## config.mk

```make
export PLATFORM = sky130hd
export DESIGN_NAME = response_frame_receiver_top
export DESIGN_NICKNAME = d
export VERILOG_FILES = /design/src/design/rfr_pkg.sv /design/src/design/response_frame_receiver_top.sv
export SDC_FILE = /design/constraint.sdc
export NUM_CORES = 1
export LEC_CHECK = 0
export BUFFER_PORTS_ARGS = -buffer_cell sky130_fd_sc_hd__buf_4
export CORE_MARGIN = 5
export CORE_UTILIZATION = 60
export DETAILED_ROUTE_END_ITERATION = 7
export HOLD_SLACK_MARGIN = 0.1
export PLACE_DENSITY_LB_ADDON = 0.08
export SETUP_SLACK_MARGIN = 0.3
export SYNTH_ARGS = -nofsm -noshare
export SYNTH_HDL_FRONTEND = slang
export SYNTH_SLANG_ARGS = --single-unit
```

## constraint.sdc

```tcl
create_clock -name clk -period 4 [get_ports clk]
set_input_delay 1.2 -clock clk [delete_from_list [all_inputs] [get_ports clk]]
set_output_delay 1.2 -clock clk [all_outputs]
set_load 0.03 [all_outputs]
```

## src/design/rfr_pkg.sv

```systemverilog
// ----------------------------------------------------------------------------
// rfr_pkg
// Shared constants, codes and helpers for the response frame receiver.
// ----------------------------------------------------------------------------
package rfr_pkg;

  localparam int PAYLOAD_DEPTH = 32;
  localparam int ADDR_W        = $clog2(PAYLOAD_DEPTH);
  localparam int HDR_CHARS     = 6;
  localparam int CODE_END      = 14;
  localparam int POS_MAX       = CODE_END + PAYLOAD_DEPTH;
  localparam int POS_W         = $clog2(POS_MAX + 1);
  localparam int CNT_W         = 6;

  localparam logic [7:0] STX_BYTE = 8'h02;
  localparam logic [7:0] ETX_BYTE = 8'h03;

  // Frame status codes
  localparam logic [3:0] ST_OK       = 4'd0;
  localparam logic [3:0] ST_SHORT    = 4'd1;
  localparam logic [3:0] ST_BCC      = 4'd2;
  localparam logic [3:0] ST_NODE     = 4'd3;
  localparam logic [3:0] ST_SUBADDR  = 4'd4;
  localparam logic [3:0] ST_ENDCODE  = 4'd5;
  localparam logic [3:0] ST_COMMAND  = 4'd6;
  localparam logic [3:0] ST_RESPONSE = 4'd7;
  localparam logic [3:0] ST_OVERFLOW = 4'd8;
  localparam logic [3:0] ST_BADHEX   = 4'd9;

  // Register indexes on the configuration port
  localparam logic [1:0] REG_NODE    = 2'd0;
  localparam logic [1:0] REG_SUBADDR = 2'd1;
  localparam logic [1:0] REG_COMMAND = 2'd2;

  typedef struct packed {
    logic       ok;
    logic [3:0] val;
  } hex_digit_t;

  // Decode one ASCII hex character; ok drops on anything else.
  function automatic hex_digit_t hex_decode(input logic [7:0] c);
    hex_digit_t r;
    r.ok  = 1'b1;
    r.val = 4'd0;
    if (c >= 8'h30 && c <= 8'h39) begin
      r.val = 4'(c - 8'h30);
    end else if (c >= 8'h41 && c <= 8'h46) begin
      r.val = 4'(c - 8'h37);
    end else if (c >= 8'h61 && c <= 8'h66) begin
      r.val = 4'(c - 8'h57);
    end else begin
      r.ok = 1'b0;
    end
    return r;
  endfunction

endpackage

```

## src/design/response_frame_receiver_top.sv

```systemverilog
// ----------------------------------------------------------------------------
// response_frame_receiver_top
// Receives serial response frames, checks them and streams out the payload.
// ----------------------------------------------------------------------------
// Usage:
//   s_axis carries one received byte per word. Bytes are dropped until STX;
//   the characters up to ETX are parsed, and the byte after ETX is the BCC.
//   On the BCC word the frame is judged. A good frame sends its payload
//   characters on m_axis (tuser = 0), then one status word (tuser = 1,
//   tlast = 1); a bad frame sends the status word alone.
//   Latency: the first result word is valid the cycle after the BCC word is
//   accepted. Throughput: one input word per cycle while collecting; the
//   drain sends one word per cycle while m_axis is ready, paced by the
//   payload memory's registered read (the next address is issued on the
//   accepting edge). While the drain runs, hunt bytes for the next frame
//   are still taken; a later byte of the frame waits until the status word
//   is gone. When m_axis stalls the output word holds and the drain pauses.
//   Reset (rst, synchronous) clears the parse state, the drain and the
//   configuration registers; the payload memory is not cleared, since each
//   entry is written before a frame reads it. The user writes configuration
//   over APB only while the block is idle; the block does not enforce this.
// ----------------------------------------------------------------------------
module response_frame_receiver_top (
  input  logic        clk,
  input  logic        rst,
  // APB configuration port
  input  logic        psel,
  input  logic        penable,
  input  logic        pwrite,
  input  logic [3:0]  paddr,
  input  logic [31:0] pwdata,
  output logic [31:0] prdata,
  output logic        pready,
  // Input bytes
  input  logic        s_axis_tvalid,
  output logic        s_axis_tready,
  input  logic [7:0]  s_axis_tdata,   // [7:0] rx_byte
  // Result words
  output logic        m_axis_tvalid,
  input  logic        m_axis_tready,
  output logic [47:0] m_axis_tdata,   // [7:0] payload_char, [11:8] frame_status,
                                      // [19:12] end_code, [35:20] response_code,
                                      // [41:36] payload_count, [47:42] zero
  output logic        m_axis_tuser,   // [0] item_kind
  output logic        m_axis_tlast    // last_item
);
  import rfr_pkg::*;

  localparam logic [1:0] PH_HUNT    = 2'd0;
  localparam logic [1:0] PH_COLLECT = 2'd1;
  localparam logic [1:0] PH_BCC     = 2'd2;

  localparam logic [1:0] OS_IDLE = 2'd0;
  localparam logic [1:0] OS_CHAR = 2'd1;
  localparam logic [1:0] OS_STAT = 2'd2;

  // Configuration registers
  logic [6:0]  cfg_node;
  logic [7:0]  cfg_sub;
  logic [15:0] cfg_cmd;

  // Parse state
  logic [1:0]       phase;
  logic [POS_W-1:0] byte_position;
  logic [7:0]       running_bcc;
  logic [6:0]       parsed_node;
  logic [7:0]       parsed_subaddr;
  logic [7:0]       parsed_endcode;
  logic [15:0]      parsed_command;
  logic [15:0]      parsed_response;
  logic             flag_ovf;
  logic             flag_badhex;

  // Drain state and snapshot of the judged frame
  logic [1:0]       ostate;
  logic [CNT_W-1:0] drain_idx;
  logic [CNT_W-1:0] snap_cnt;
  logic [3:0]       snap_status;
  logic [7:0]       snap_endcode;
  logic [15:0]      snap_resp;

  // Payload memory
  logic [7:0]        payload_mem [PAYLOAD_DEPTH];
  logic [7:0]        rd_data;
  logic [ADDR_W-1:0] rd_addr;
  logic [ADDR_W-1:0] wr_addr;
  logic              wr_en;

  logic in_acc;
  logic out_acc;
  logic cfg_wr;

  logic       node_ok;
  logic [3:0] node_digit;
  hex_digit_t hx;
  logic       is_etx;
  logic       is_bcc;
  logic [3:0] status;
  logic [CNT_W-1:0] cnt_judged;
  logic [POS_W-1:0] payload_off;

  // ---------------- configuration port ----------------
  assign pready = 1'b1;
  assign cfg_wr = psel && penable && pwrite && pready;

  always_ff @(posedge clk) begin
    if (rst) begin
      cfg_node <= '0;
      cfg_sub  <= '0;
      cfg_cmd  <= '0;
    end else if (cfg_wr) begin
      unique case (paddr[3:2])
        REG_NODE:    cfg_node <= pwdata[6:0];
        REG_SUBADDR: cfg_sub  <= pwdata[7:0];
        REG_COMMAND: cfg_cmd  <= pwdata[15:0];
        default: ;
      endcase
    end
  end

  always_comb begin
    unique case (paddr[3:2])
      REG_NODE:    prdata = {25'd0, cfg_node};
      REG_SUBADDR: prdata = {24'd0, cfg_sub};
      REG_COMMAND: prdata = {16'd0, cfg_cmd};
      default:     prdata = 32'd0;
    endcase
  end

  // ---------------- input handshake ----------------
  // Hunt bytes never touch the memory or the snapshot, so take them during
  // a drain; the frame's later characters and the BCC wait for the drain to finish.
  assign s_axis_tready = (ostate == OS_IDLE) || (phase == PH_HUNT);
  assign in_acc  = s_axis_tvalid && s_axis_tready;
  assign out_acc = m_axis_tvalid && m_axis_tready;

  assign is_etx = (s_axis_tdata == ETX_BYTE);
  assign is_bcc = in_acc && (phase == PH_BCC);

  // Character decoders
  assign node_ok    = (s_axis_tdata >= 8'h30) && (s_axis_tdata <= 8'h39);
  assign node_digit = node_ok ? 4'(s_axis_tdata - 8'h30) : 4'd0;
  assign hx         = hex_decode(s_axis_tdata);

  assign payload_off = byte_position - POS_W'(CODE_END);
  assign wr_addr     = payload_off[ADDR_W-1:0];
  assign wr_en       = in_acc && (phase == PH_COLLECT) && !is_etx
                       && (byte_position >= POS_W'(CODE_END))
                       && (byte_position <  POS_W'(POS_MAX));

  // ---------------- frame judgment ----------------
  // First failing check wins.
  always_comb begin
    if (byte_position < POS_W'(HDR_CHARS))          status = ST_SHORT;
    else if (s_axis_tdata != running_bcc)           status = ST_BCC;
    else if (flag_badhex)                           status = ST_BADHEX;
    else if (parsed_node != cfg_node)               status = ST_NODE;
    else if (parsed_subaddr != cfg_sub)             status = ST_SUBADDR;
    else if (parsed_endcode != 8'd0)                status = ST_ENDCODE;
    else if (byte_position == POS_W'(HDR_CHARS))    status = ST_OK;
    else if (byte_position < POS_W'(CODE_END))      status = ST_SHORT;
    else if (parsed_command != cfg_cmd)             status = ST_COMMAND;
    else if (parsed_response != 16'd0)              status = ST_RESPONSE;
    else if (flag_ovf)                              status = ST_OVERFLOW;
    else                                            status = ST_OK;
  end

  assign cnt_judged = (status == ST_OK && byte_position > POS_W'(CODE_END))
                      ? CNT_W'(payload_off) : CNT_W'(0);

  // ---------------- parser ----------------
  always_ff @(posedge clk) begin
    if (rst) begin
      phase           <= PH_HUNT;
      byte_position   <= '0;
      running_bcc     <= '0;
      parsed_node     <= '0;
      parsed_subaddr  <= '0;
      parsed_endcode  <= '0;
      parsed_command  <= '0;
      parsed_response <= '0;
      flag_ovf        <= 1'b0;
      flag_badhex     <= 1'b0;
    end else if (in_acc) begin
      unique case (phase)
        PH_HUNT: begin
          if (s_axis_tdata == STX_BYTE) begin
            // open a new frame
            byte_position   <= '0;
            running_bcc     <= '0;
            parsed_node     <= '0;
            parsed_subaddr  <= '0;
            parsed_endcode  <= '0;
            parsed_command  <= '0;
            parsed_response <= '0;
            flag_ovf        <= 1'b0;
            flag_badhex     <= 1'b0;
            phase           <= PH_COLLECT;
          end
        end
        PH_COLLECT: begin
          running_bcc <= running_bcc ^ s_axis_tdata;
          if (is_etx) begin
            phase <= PH_BCC;
          end else begin
            if (byte_position < POS_W'(2)) begin
              parsed_node <= 7'((11'(parsed_node) * 11'd10) + 11'(node_digit));
              if (!node_ok) flag_badhex <= 1'b1;
            end else if (byte_position < POS_W'(CODE_END)) begin
              if (byte_position < POS_W'(4))
                parsed_subaddr <= {parsed_subaddr[3:0], hx.val};
              else if (byte_position < POS_W'(HDR_CHARS))
                parsed_endcode <= {parsed_endcode[3:0], hx.val};
              else if (byte_position < POS_W'(10))
                parsed_command <= {parsed_command[11:0], hx.val};
              else
                parsed_response <= {parsed_response[11:0], hx.val};
              if (!hx.ok) flag_badhex <= 1'b1;
            end else if (byte_position >= POS_W'(POS_MAX)) begin
              // saturate and flag overflow
              flag_ovf <= 1'b1;
            end
            if (byte_position < POS_W'(POS_MAX))
              byte_position <= byte_position + POS_W'(1);
          end
        end
        PH_BCC: begin
          phase           <= PH_HUNT;
          byte_position   <= '0;
          running_bcc     <= '0;
          parsed_node     <= '0;
          parsed_subaddr  <= '0;
          parsed_endcode  <= '0;
          parsed_command  <= '0;
          parsed_response <= '0;
          flag_ovf        <= 1'b0;
          flag_badhex     <= 1'b0;
        end
        default: phase <= PH_HUNT;
      endcase
    end
  end

  // ---------------- payload memory ----------------
  // Outside a drain keep entry 0 on the read port, so the first payload
  // character is ready the cycle after the BCC word. During a drain issue
  // the next address on the accepting edge.
  always_comb begin
    if (ostate == OS_CHAR && out_acc) rd_addr = ADDR_W'(drain_idx + CNT_W'(1));
    else if (ostate == OS_CHAR)       rd_addr = ADDR_W'(drain_idx);
    else                              rd_addr = '0;
  end

  always_ff @(posedge clk) begin
    if (wr_en) payload_mem[wr_addr] <= s_axis_tdata;
    rd_data <= payload_mem[rd_addr];
  end

  // ---------------- drain sequencer ----------------
  always_ff @(posedge clk) begin
    if (rst) begin
      ostate    <= OS_IDLE;
      drain_idx <= '0;
    end else begin
      unique case (ostate)
        OS_IDLE: begin
          if (is_bcc) begin
            drain_idx <= '0;
            ostate    <= (cnt_judged != CNT_W'(0)) ? OS_CHAR : OS_STAT;
          end
        end
        OS_CHAR: begin
          if (out_acc) begin
            if (drain_idx == snap_cnt - CNT_W'(1)) ostate <= OS_STAT;
            else drain_idx <= drain_idx + CNT_W'(1);
          end
        end
        OS_STAT: begin
          if (out_acc) ostate <= OS_IDLE;
        end
        default: ostate <= OS_IDLE;
      endcase
    end
  end

  // Hold the judged frame's fields for the whole run of result words.
  always_ff @(posedge clk) begin
    if (is_bcc) begin
      snap_status  <= status;
      snap_cnt     <= cnt_judged;
      snap_endcode <= parsed_endcode;
      snap_resp    <= (byte_position >= POS_W'(CODE_END)) ? parsed_response : 16'd0;
    end
  end

  // ---------------- result word ----------------
  assign m_axis_tvalid = (ostate != OS_IDLE);
  assign m_axis_tuser  = (ostate == OS_STAT);
  assign m_axis_tlast  = (ostate == OS_STAT);
  assign m_axis_tdata  = {6'd0,
                          snap_cnt,
                          snap_resp,
                          snap_endcode,
                          (ostate == OS_STAT) ? snap_status : ST_OK,
                          (ostate == OS_STAT) ? 8'd0 : rd_data};

endmodule
```

==> results of run 1 <==
==> where the power goes <==
| part | switching, mW | internal, mW | total [mW] |
|---|---|---|---|
| Sequential | 0.00463 | 4.53 | 4.54 |
| Clock | 1.56 | 2.31 | 3.87 |
| Combinational | 0.166 | 0.0547 | 0.221 |
==> stage by stage <==
step | hold WS (ns) | cell area (um^2) | util, % | instances | worst slack [ns]
floorplan | 0.422 | 18200 | - | 1628 | 0.364
global placement | 0.449 | 19500 | 65.7 | 2062 | 0.289
detailed placement | 0.447 | 19500 | 65.7 | 2062 | 0.236
CTS | 0.470 | 20900 | 70.3 | 2139 | 0.450
global route | 0.484 | 20900 | 70.3 | 2139 | 0.376
finish | 0.472 | 20900 | 70.3 | 2139 | 0.451
==> cells in the final DEF (no fill, tap or decap), types with 4 or more instances in the layout <==
cell,Yosys,final
nand3_1,35,35
clkbuf_1,75,15
a22oi_1,18,18
nand2_1,221,220
a21oi_1,75,75
buf_12,0,6
nor2_1,108,106
conb_1,2,23
clkbuf_8,0,5
ha_1,18,18
a21o_1,4,4
a311oi_1,33,33
nand3b_1,10,10
clkbuf_16,0,44
nand2b_1,4,4
nor3_1,17,17
or3_1,11,11
nor2b_1,17,16
o21a_1,6,6
or4_1,5,5
edfxtp_1,290,290
nor4_1,21,21
nand4_1,15,15
o21ai_0,43,42
and3_1,72,72
buf_4,27,167
inv_1,20,20
xor2_1,37,36
a211oi_1,99,99
a31oi_1,35,35
mux2i_1,30,30
clkinv_2,0,5
nor3b_1,4,4
xnor2_1,27,27
and2_1,36,35
dfxtp_1,120,120
==> worst paths after layout <==
path,cells after the start,endpoint,slack [ns],start
hold reg to reg,2,parsed_command[13],0.47,parsed_command[13]
setup / recovery,5,prdata[9],0.45,paddr[2]
setup reg to reg,8,payload_mem[20][5],0.77,byte_position[1]
hold / removal,2,parsed_command[13],0.47,parsed_command[13]
==> worst reg2reg max path, stage by stage, from the launching register on <==
cell and delay, ns:
dfxtp_1 0.59, ha_1 0.43, nor2b_1 0.28, o21ai_0 0.15, nand2_1 0.42, and2_1 0.29, nand2_1 0.34, nor2_1 0.22
buf_4 0.21
==> metal layers <==
metal | wire [um] | up-vias | share of wire [%] | global-route usage, %
met3 | 2760 | 78 | 6.2 | 3.50
met5 | 0 | - | 0 | 0
met1 | 18100 | 6361 | 41 | 34.9
met4 | 1200 | 0 | 2.7 | 7.63
met2 | 22500 | 484 | 50 | 44.7
li1 | - | 6130 | - | -
==> state kept, by name, summed over array words and instances, names as in the netlist, 8 cells and up <==
signal and flops:
snap_resp 16, parsed_command 16, payload_mem 256, snap_endcode 8, parsed_subaddr 8, parsed_endcode 8, parsed_response 16, rd_data 8
cfg_cmd 16, running_bcc 8, cfg_sub 8
==> logic make-up after synthesis <==
group	synth area share, %
compound gates	12.9
xor+xnor	3.09
fa+ha+maj	1.46
buf+inv	3.81
flops	61.3
mux	1.66
other cells	0.0415
simple gates	15.7
==> layout make-up <==
| cell class | instances | share of cell area (%) |
|---|---|---|
| clock buffer | 64 | 5.87 |
| clock inverter | 13 | 0.683 |
| inverter | 20 | 0.360 |
| multi-input combinational | 1069 | 31.0 |
| sequential | 410 | 53.2 |
| tap | 390 | 2.34 |
| timing repair buffer | 173 | 6.58 |
==> metrics.csv, run 1 <==
stage,metric,value,unit
run_status,status,finished clean,
synth,synth_top_cell_area_share,48.1,%
setup_path,cp_top_family,buffers and inverters,
power_and_ir_drop,power_leakage,7.72,nW
drt,vias,13100,
placed_design,dp_hpwl,28700,um
cts,post_cts_buffers,0,
sta,drv_slew,0,
setup_path,crit_path_cell_trace,buf_4 > nor2b_1 > buf_4 > and2_1 > buf_4,
cts,path_clk_slew,0.06,ns
hold_path,hold_path.class,reg2reg,
sta,final_hold_viol_count,0,
global_route,antenna_found_initial,0,
synth,yosysMostFrequentCell,edfxtp_1,
setup_path,critPathMaxStageDelay,0.43,ns
setup_path,worstSetupPathType,in2out,
sta,rsz0062_at_grt,false,
drt,drc,0,
layout,fillers,2179,
floorplan,num_rows,63,
drt,routed_wl,44600,um
layout,regArea,11100,um^2
sta,min_period,3.55,ns
layout,nNetsFinal,1787,
setup_path,crit_buf_inv,3,
synth,syn-mean-instance-area,11.3,um^2
power_and_ir_drop,finalPower,8.63,mW
synth,async_flop_share,0,%
sta,fin_tns_setup,0,ns
layout,antenna_cells,0,
floorplan,fp.dieArea,33800,um^2
placed_design,place_congestion,0.901,
synth,ys.flop_type,edfxtp_1,
synth,ys_seq_area_share,61.3,%
global_route,grt_pass1_wl,70000,um
floorplan,start_util,61.0,%
sta,fmax,282,MHz
layout,area_delta_synth_final,15.3,%
synth,yosys.area.top_type,edfxtp_1,
floorplan,die_w,184,um
cts,insertion_delay,0.53,ns
global_route,grt.total_usage,26.0,%
sta,slew_headroom,32.7,%
setup_path,cp_slowest_cell,nor2b_1,
setup_path,crit_required,2.80,ns
sta,period_share,88.7,%
setup_path,worstPathArrival,2.35,ns
drt,antenna_left,0,
drt,first_pass_iters,6,
floorplan,fp.dieH,184,um
floorplan,io_pins,136,
synth,synth-seq-cells,410,
synth,synthTopCellsByArea,"edfxtp_1 48%, dfxtp_1 13%, nand2_1 4.6%, a211oi_1 4.1%, and3_1 2.5%",
layout,multi_input_comb_area,6460,um^2
job,maxCapViolations,0,
floorplan,coreArea,29700,um^2
placed_design,port_buffers,94,
setup_path,startpoint_type,input port,
drt,drt-wirelength-per-cell,20.8,um
cts,cts_max_level,2,
cts,cts-root-buf,clkbuf_16,
global_route,grt_overflow,0,
power_and_ir_drop,cellPowerDensity,413,nW/um^2
power_and_ir_drop,vdd_drop_max,352,uV
synth,ys_warn_count,0,
cts,cts.repair.resized,0,
cts,hold_buffers,0,
setup_path,end_kind,primary output,
synth,yosys-top-cells-count,"290 x edfxtp_1, 221 x nand2_1, 120 x dfxtp_1",
synth,postSynthCellCount,1607,
setup_path,worst-path-max-fanout,12,
global_route,grt_pass1_vias,12600,
global_route,grt_max_degree,87,
layout,drive_gt1_share,14.6,%
cts,cts.sink_count,410,
sta,setup-violations-final,0,
synth,syn_area,18100,um^2
cts,cts_tree,built,
drt,routed_via_density,6.10,
drt,drtIter0Drc,1171,
cts,cts_max_path_buffers,3,
sta,fin_skew,0.0150,ns
sta,tightest_slew,1.01,ns
synth,synth_edf_count,290,
synth,yosysUniqueCellTypes,64,
cts,numCtsBuffers,42,
setup_path,cp_common_cell,buf_4,
(Power assumes the default switching activity.)
==> inputs of run 2 (changes only) <==
--- a/config.mk
+++ b/config.mk
@@ -7,7 +7,7 @@
 export LEC_CHECK = 0
 export BUFFER_PORTS_ARGS = -buffer_cell sky130_fd_sc_hd__buf_4
 export CORE_MARGIN = 5
-export CORE_UTILIZATION = 60
+export CORE_UTILIZATION = 54
 export DETAILED_ROUTE_END_ITERATION = 7
 export HOLD_SLACK_MARGIN = 0.1
 export PLACE_DENSITY_LB_ADDON = 0.08
==> constraint.sdc (replaced) <==
create_clock -name clk -period 3.1 [get_ports clk]
set_input_delay 0.93 -clock clk [delete_from_list [all_inputs] [get_ports clk]]
set_output_delay 0.93 -clock clk [all_outputs]
set_load 0.03 [all_outputs]
==> metrics.csv, run 2 (same netlist as run 1, synthesis figures left out) <==
stage,metric,value,unit,change
setup_path,crit_required,2.17,ns,-0.63 ns
placed_design,pre_cts_slack,-0.168,ns,-0.405 ns
floorplan,coreArea,33400,um^2,+12%
sta,fin_tns_setup,0,ns,unchanged
cts,cts_max_level,2,,unchanged
cts,cts_tree,built,,
power_and_ir_drop,p_switching,2.32,mW,+35%
floorplan,fp.dieH,193,um,+5.1%
layout,fin_util,65.1,%,-5.2 points
global_route,antenna_found_initial,1,,+1
run_status,status,finished clean,,
layout,nNetsFinal,1823,,+2.0%
layout,largest-register,payload_mem,,
cts,cts_max_path_buffers,3,,unchanged
cts,hold_buffers,0,,unchanged
layout,drive_gt1_share,19.9,%,+5.3 points
sta,fmax,368,MHz,
drt,antenna_left,0,,unchanged
layout,final_common_cell,edfxtp_1,,
sta,final.setup.worst_slack,0.382,ns,-0.0694 ns
placed_design,place_congestion,0.826,,-8.3%
power_and_ir_drop,intPower,8.79,mW,+27%
global_route,grt_pass1_wl,71700,um,+2.5%
cts,insertion_delay,0.54,ns,about the same
placed_design,dp_hpwl,30400,um,+6.1%
setup_path,end_kind,primary output,,
global_route,grt.total_usage,24.4,%,-1.6 points
floorplan,start_util,54.3,%,-6.7 points
cts,numCtsBuffers,43,,+2.4%
setup_path,worstPathArrival,1.79,ns,-0.56 ns
drt,drt-wirelength-per-cell,20.6,um,-1.3%
floorplan,fp.dieArea,37300,um^2,+10%
power_and_ir_drop,finalPower,11.1,mW,+29%
floorplan,io_pins,136,,unchanged
sta,fin_skew,0.0153,ns,+0.000238 ns
cts,path_clk_slew,0.06,ns,about the same
placed_design,port_buffers,94,,unchanged
floorplan,die_w,193,um,+5.1%
sta,min_period,2.72,ns,
drt,drc,0,,unchanged
job,maxCapViolations,0,,unchanged
power_and_ir_drop,sw_frac_of_total,20.9,%,+0.89 points
floorplan,num_rows,67,,+6.3%
drt,first_pass_iters,5,,-1
power_and_ir_drop,cellPowerDensity,512,nW/um^2,+24%
global_route,grt_overflow,0,,unchanged
setup_path,worstSetupPathType,in2out,,
layout,fillers,2648,,+22%
global_route,grt_max_degree,63,,-28%
placed_design,placed_cells,2150,,+4.3%
layout,largest_reg_flops,256,,unchanged
cts,cts.sink_count,410,,unchanged
power_and_ir_drop,clockPowerShare,44.6,%,-0.2 points
sta,drv_slew,0,,unchanged
sta,rsz0062_at_grt,false,,
sta,setup-violations-final,0,,unchanged
layout,instances_no_fill,2235,,+4.5%
sta,final_hold_viol_count,0,,unchanged
layout,final_cell_mix,"290 x edfxtp_1, 215 x nand2_1, 190 x buf_4",,
setup_path,startpoint_type,input port,,
sta,tightest_slew,0.792,ns,-0.215 ns
drt,vias,13000,,-0.21%
sta,slew_headroom,46.8,%,+14 points
cts,cts-root-buf,clkbuf_16,,
layout,area_delta_synth_final,19.9,%,
power_and_ir_drop,comb_power_share,2.7,%,about the same
global_route,grt_pass1_vias,12700,,+0.54%
sta,period_share,87.7,%,
setup_path,worst-path-max-fanout,12,,unchanged
drt,drtIter0Drc,879,,-25%
power_and_ir_drop,power_leakage,7.96,nW,+3.0%
hold_path,hold_path.class,reg2reg,,
drt,routed_wl,46000,um,+3.1%
power_and_ir_drop,vdd_drop_max,404,uV,+15%
power_and_ir_drop,seqPwrFrac,52.7,%,about the same
drt,routed_via_density,5.83,,-4.5%
## run 2: cell count changes in the layout (fill, tap and decap cells not counted), moves of 7 or more
| cell | delta |
|---|---|
| o21ai_2 | +7 |
| buf_12 | +11 |
| buf_4 | +23 |
| nor2_1 | -33 |
| o21ai_0 | -7 |
| nor2_4 | +28 |
## run 2: path summary, 6_finish.rpt
| kind | from | cells past startpoint | slack [ns] | end |
|---|---|---|---|---|
| worst max-delay path | paddr[3] | 6 | 0.38 | prdata[2] |
| worst min-delay path | parsed_command[13] | 2 | 0.47 | parsed_command[13] |
| worst max register to register | drain_idx[1] | 10 | 0.45 | rd_data[6] |
| worst min register to register | parsed_command[13] | 2 | 0.47 | parsed_command[13] |
## run 2: metrics by stage
step / cell area, um^2 / hold slack [ns]
floorplan: 18600 / 0.422
global placement: 20300 / 0.451
detailed placement: 20300 / 0.453
CTS: 21700 / 0.466
global route: 21700 / 0.491
finish: 21700 / 0.468
## run 2: repair_timing
action	CTS	global route
gates cloned	0	1
buffers inserted	3	1
setup endpoints to repair	14	30
pin swaps	0	4
gates resized for setup	1	7
## run 2: power by group through the flow
stage	Combinational, mW	Clock (mW)	Sequential, mW
2_1_floorplan	0.163	0	5.97
3_3_place_gp	0.298	0	5.97
3_5_place_dp	0.303	0	5.97
4_1_cts	0.305	5.03	5.86
5_1_grt	0.329	5.29	5.85
6_report	0.306	4.95	5.86
## run 2: routing by layer
metal	share of wire (%)	vias up	GRT usage [%]
met2	50	344	41.3
met5	0.015	-	0
met1	44	6407	33.7
li1	-	6217	-
met4	1.8	2	5.58
met3	4.9	55	3.56
## run 2: critical path, cell delays in order
cell	delay, ns
buf_4	0.18
nor2b_2	0.19
buf_4	0.16
nand2_1	0.07
o21ai_2	0.07
buf_4	0.18
## run 2: cell type report
class | instances | area [um^2] | area share (%)
diodes | 1 | 2.50 | 0.0115
clock buffers | 59 | 1190 | 5.46
clock inverters | 20 | 173 | 0.795
inverters | 20 | 86.3 | 0.398
multi-input cells | 1069 | 6800 | 31.3
flip-flops and latches | 410 | 11100 | 51.2
well taps | 448 | 561 | 2.58
repair buffers | 208 | 1790 | 8.25
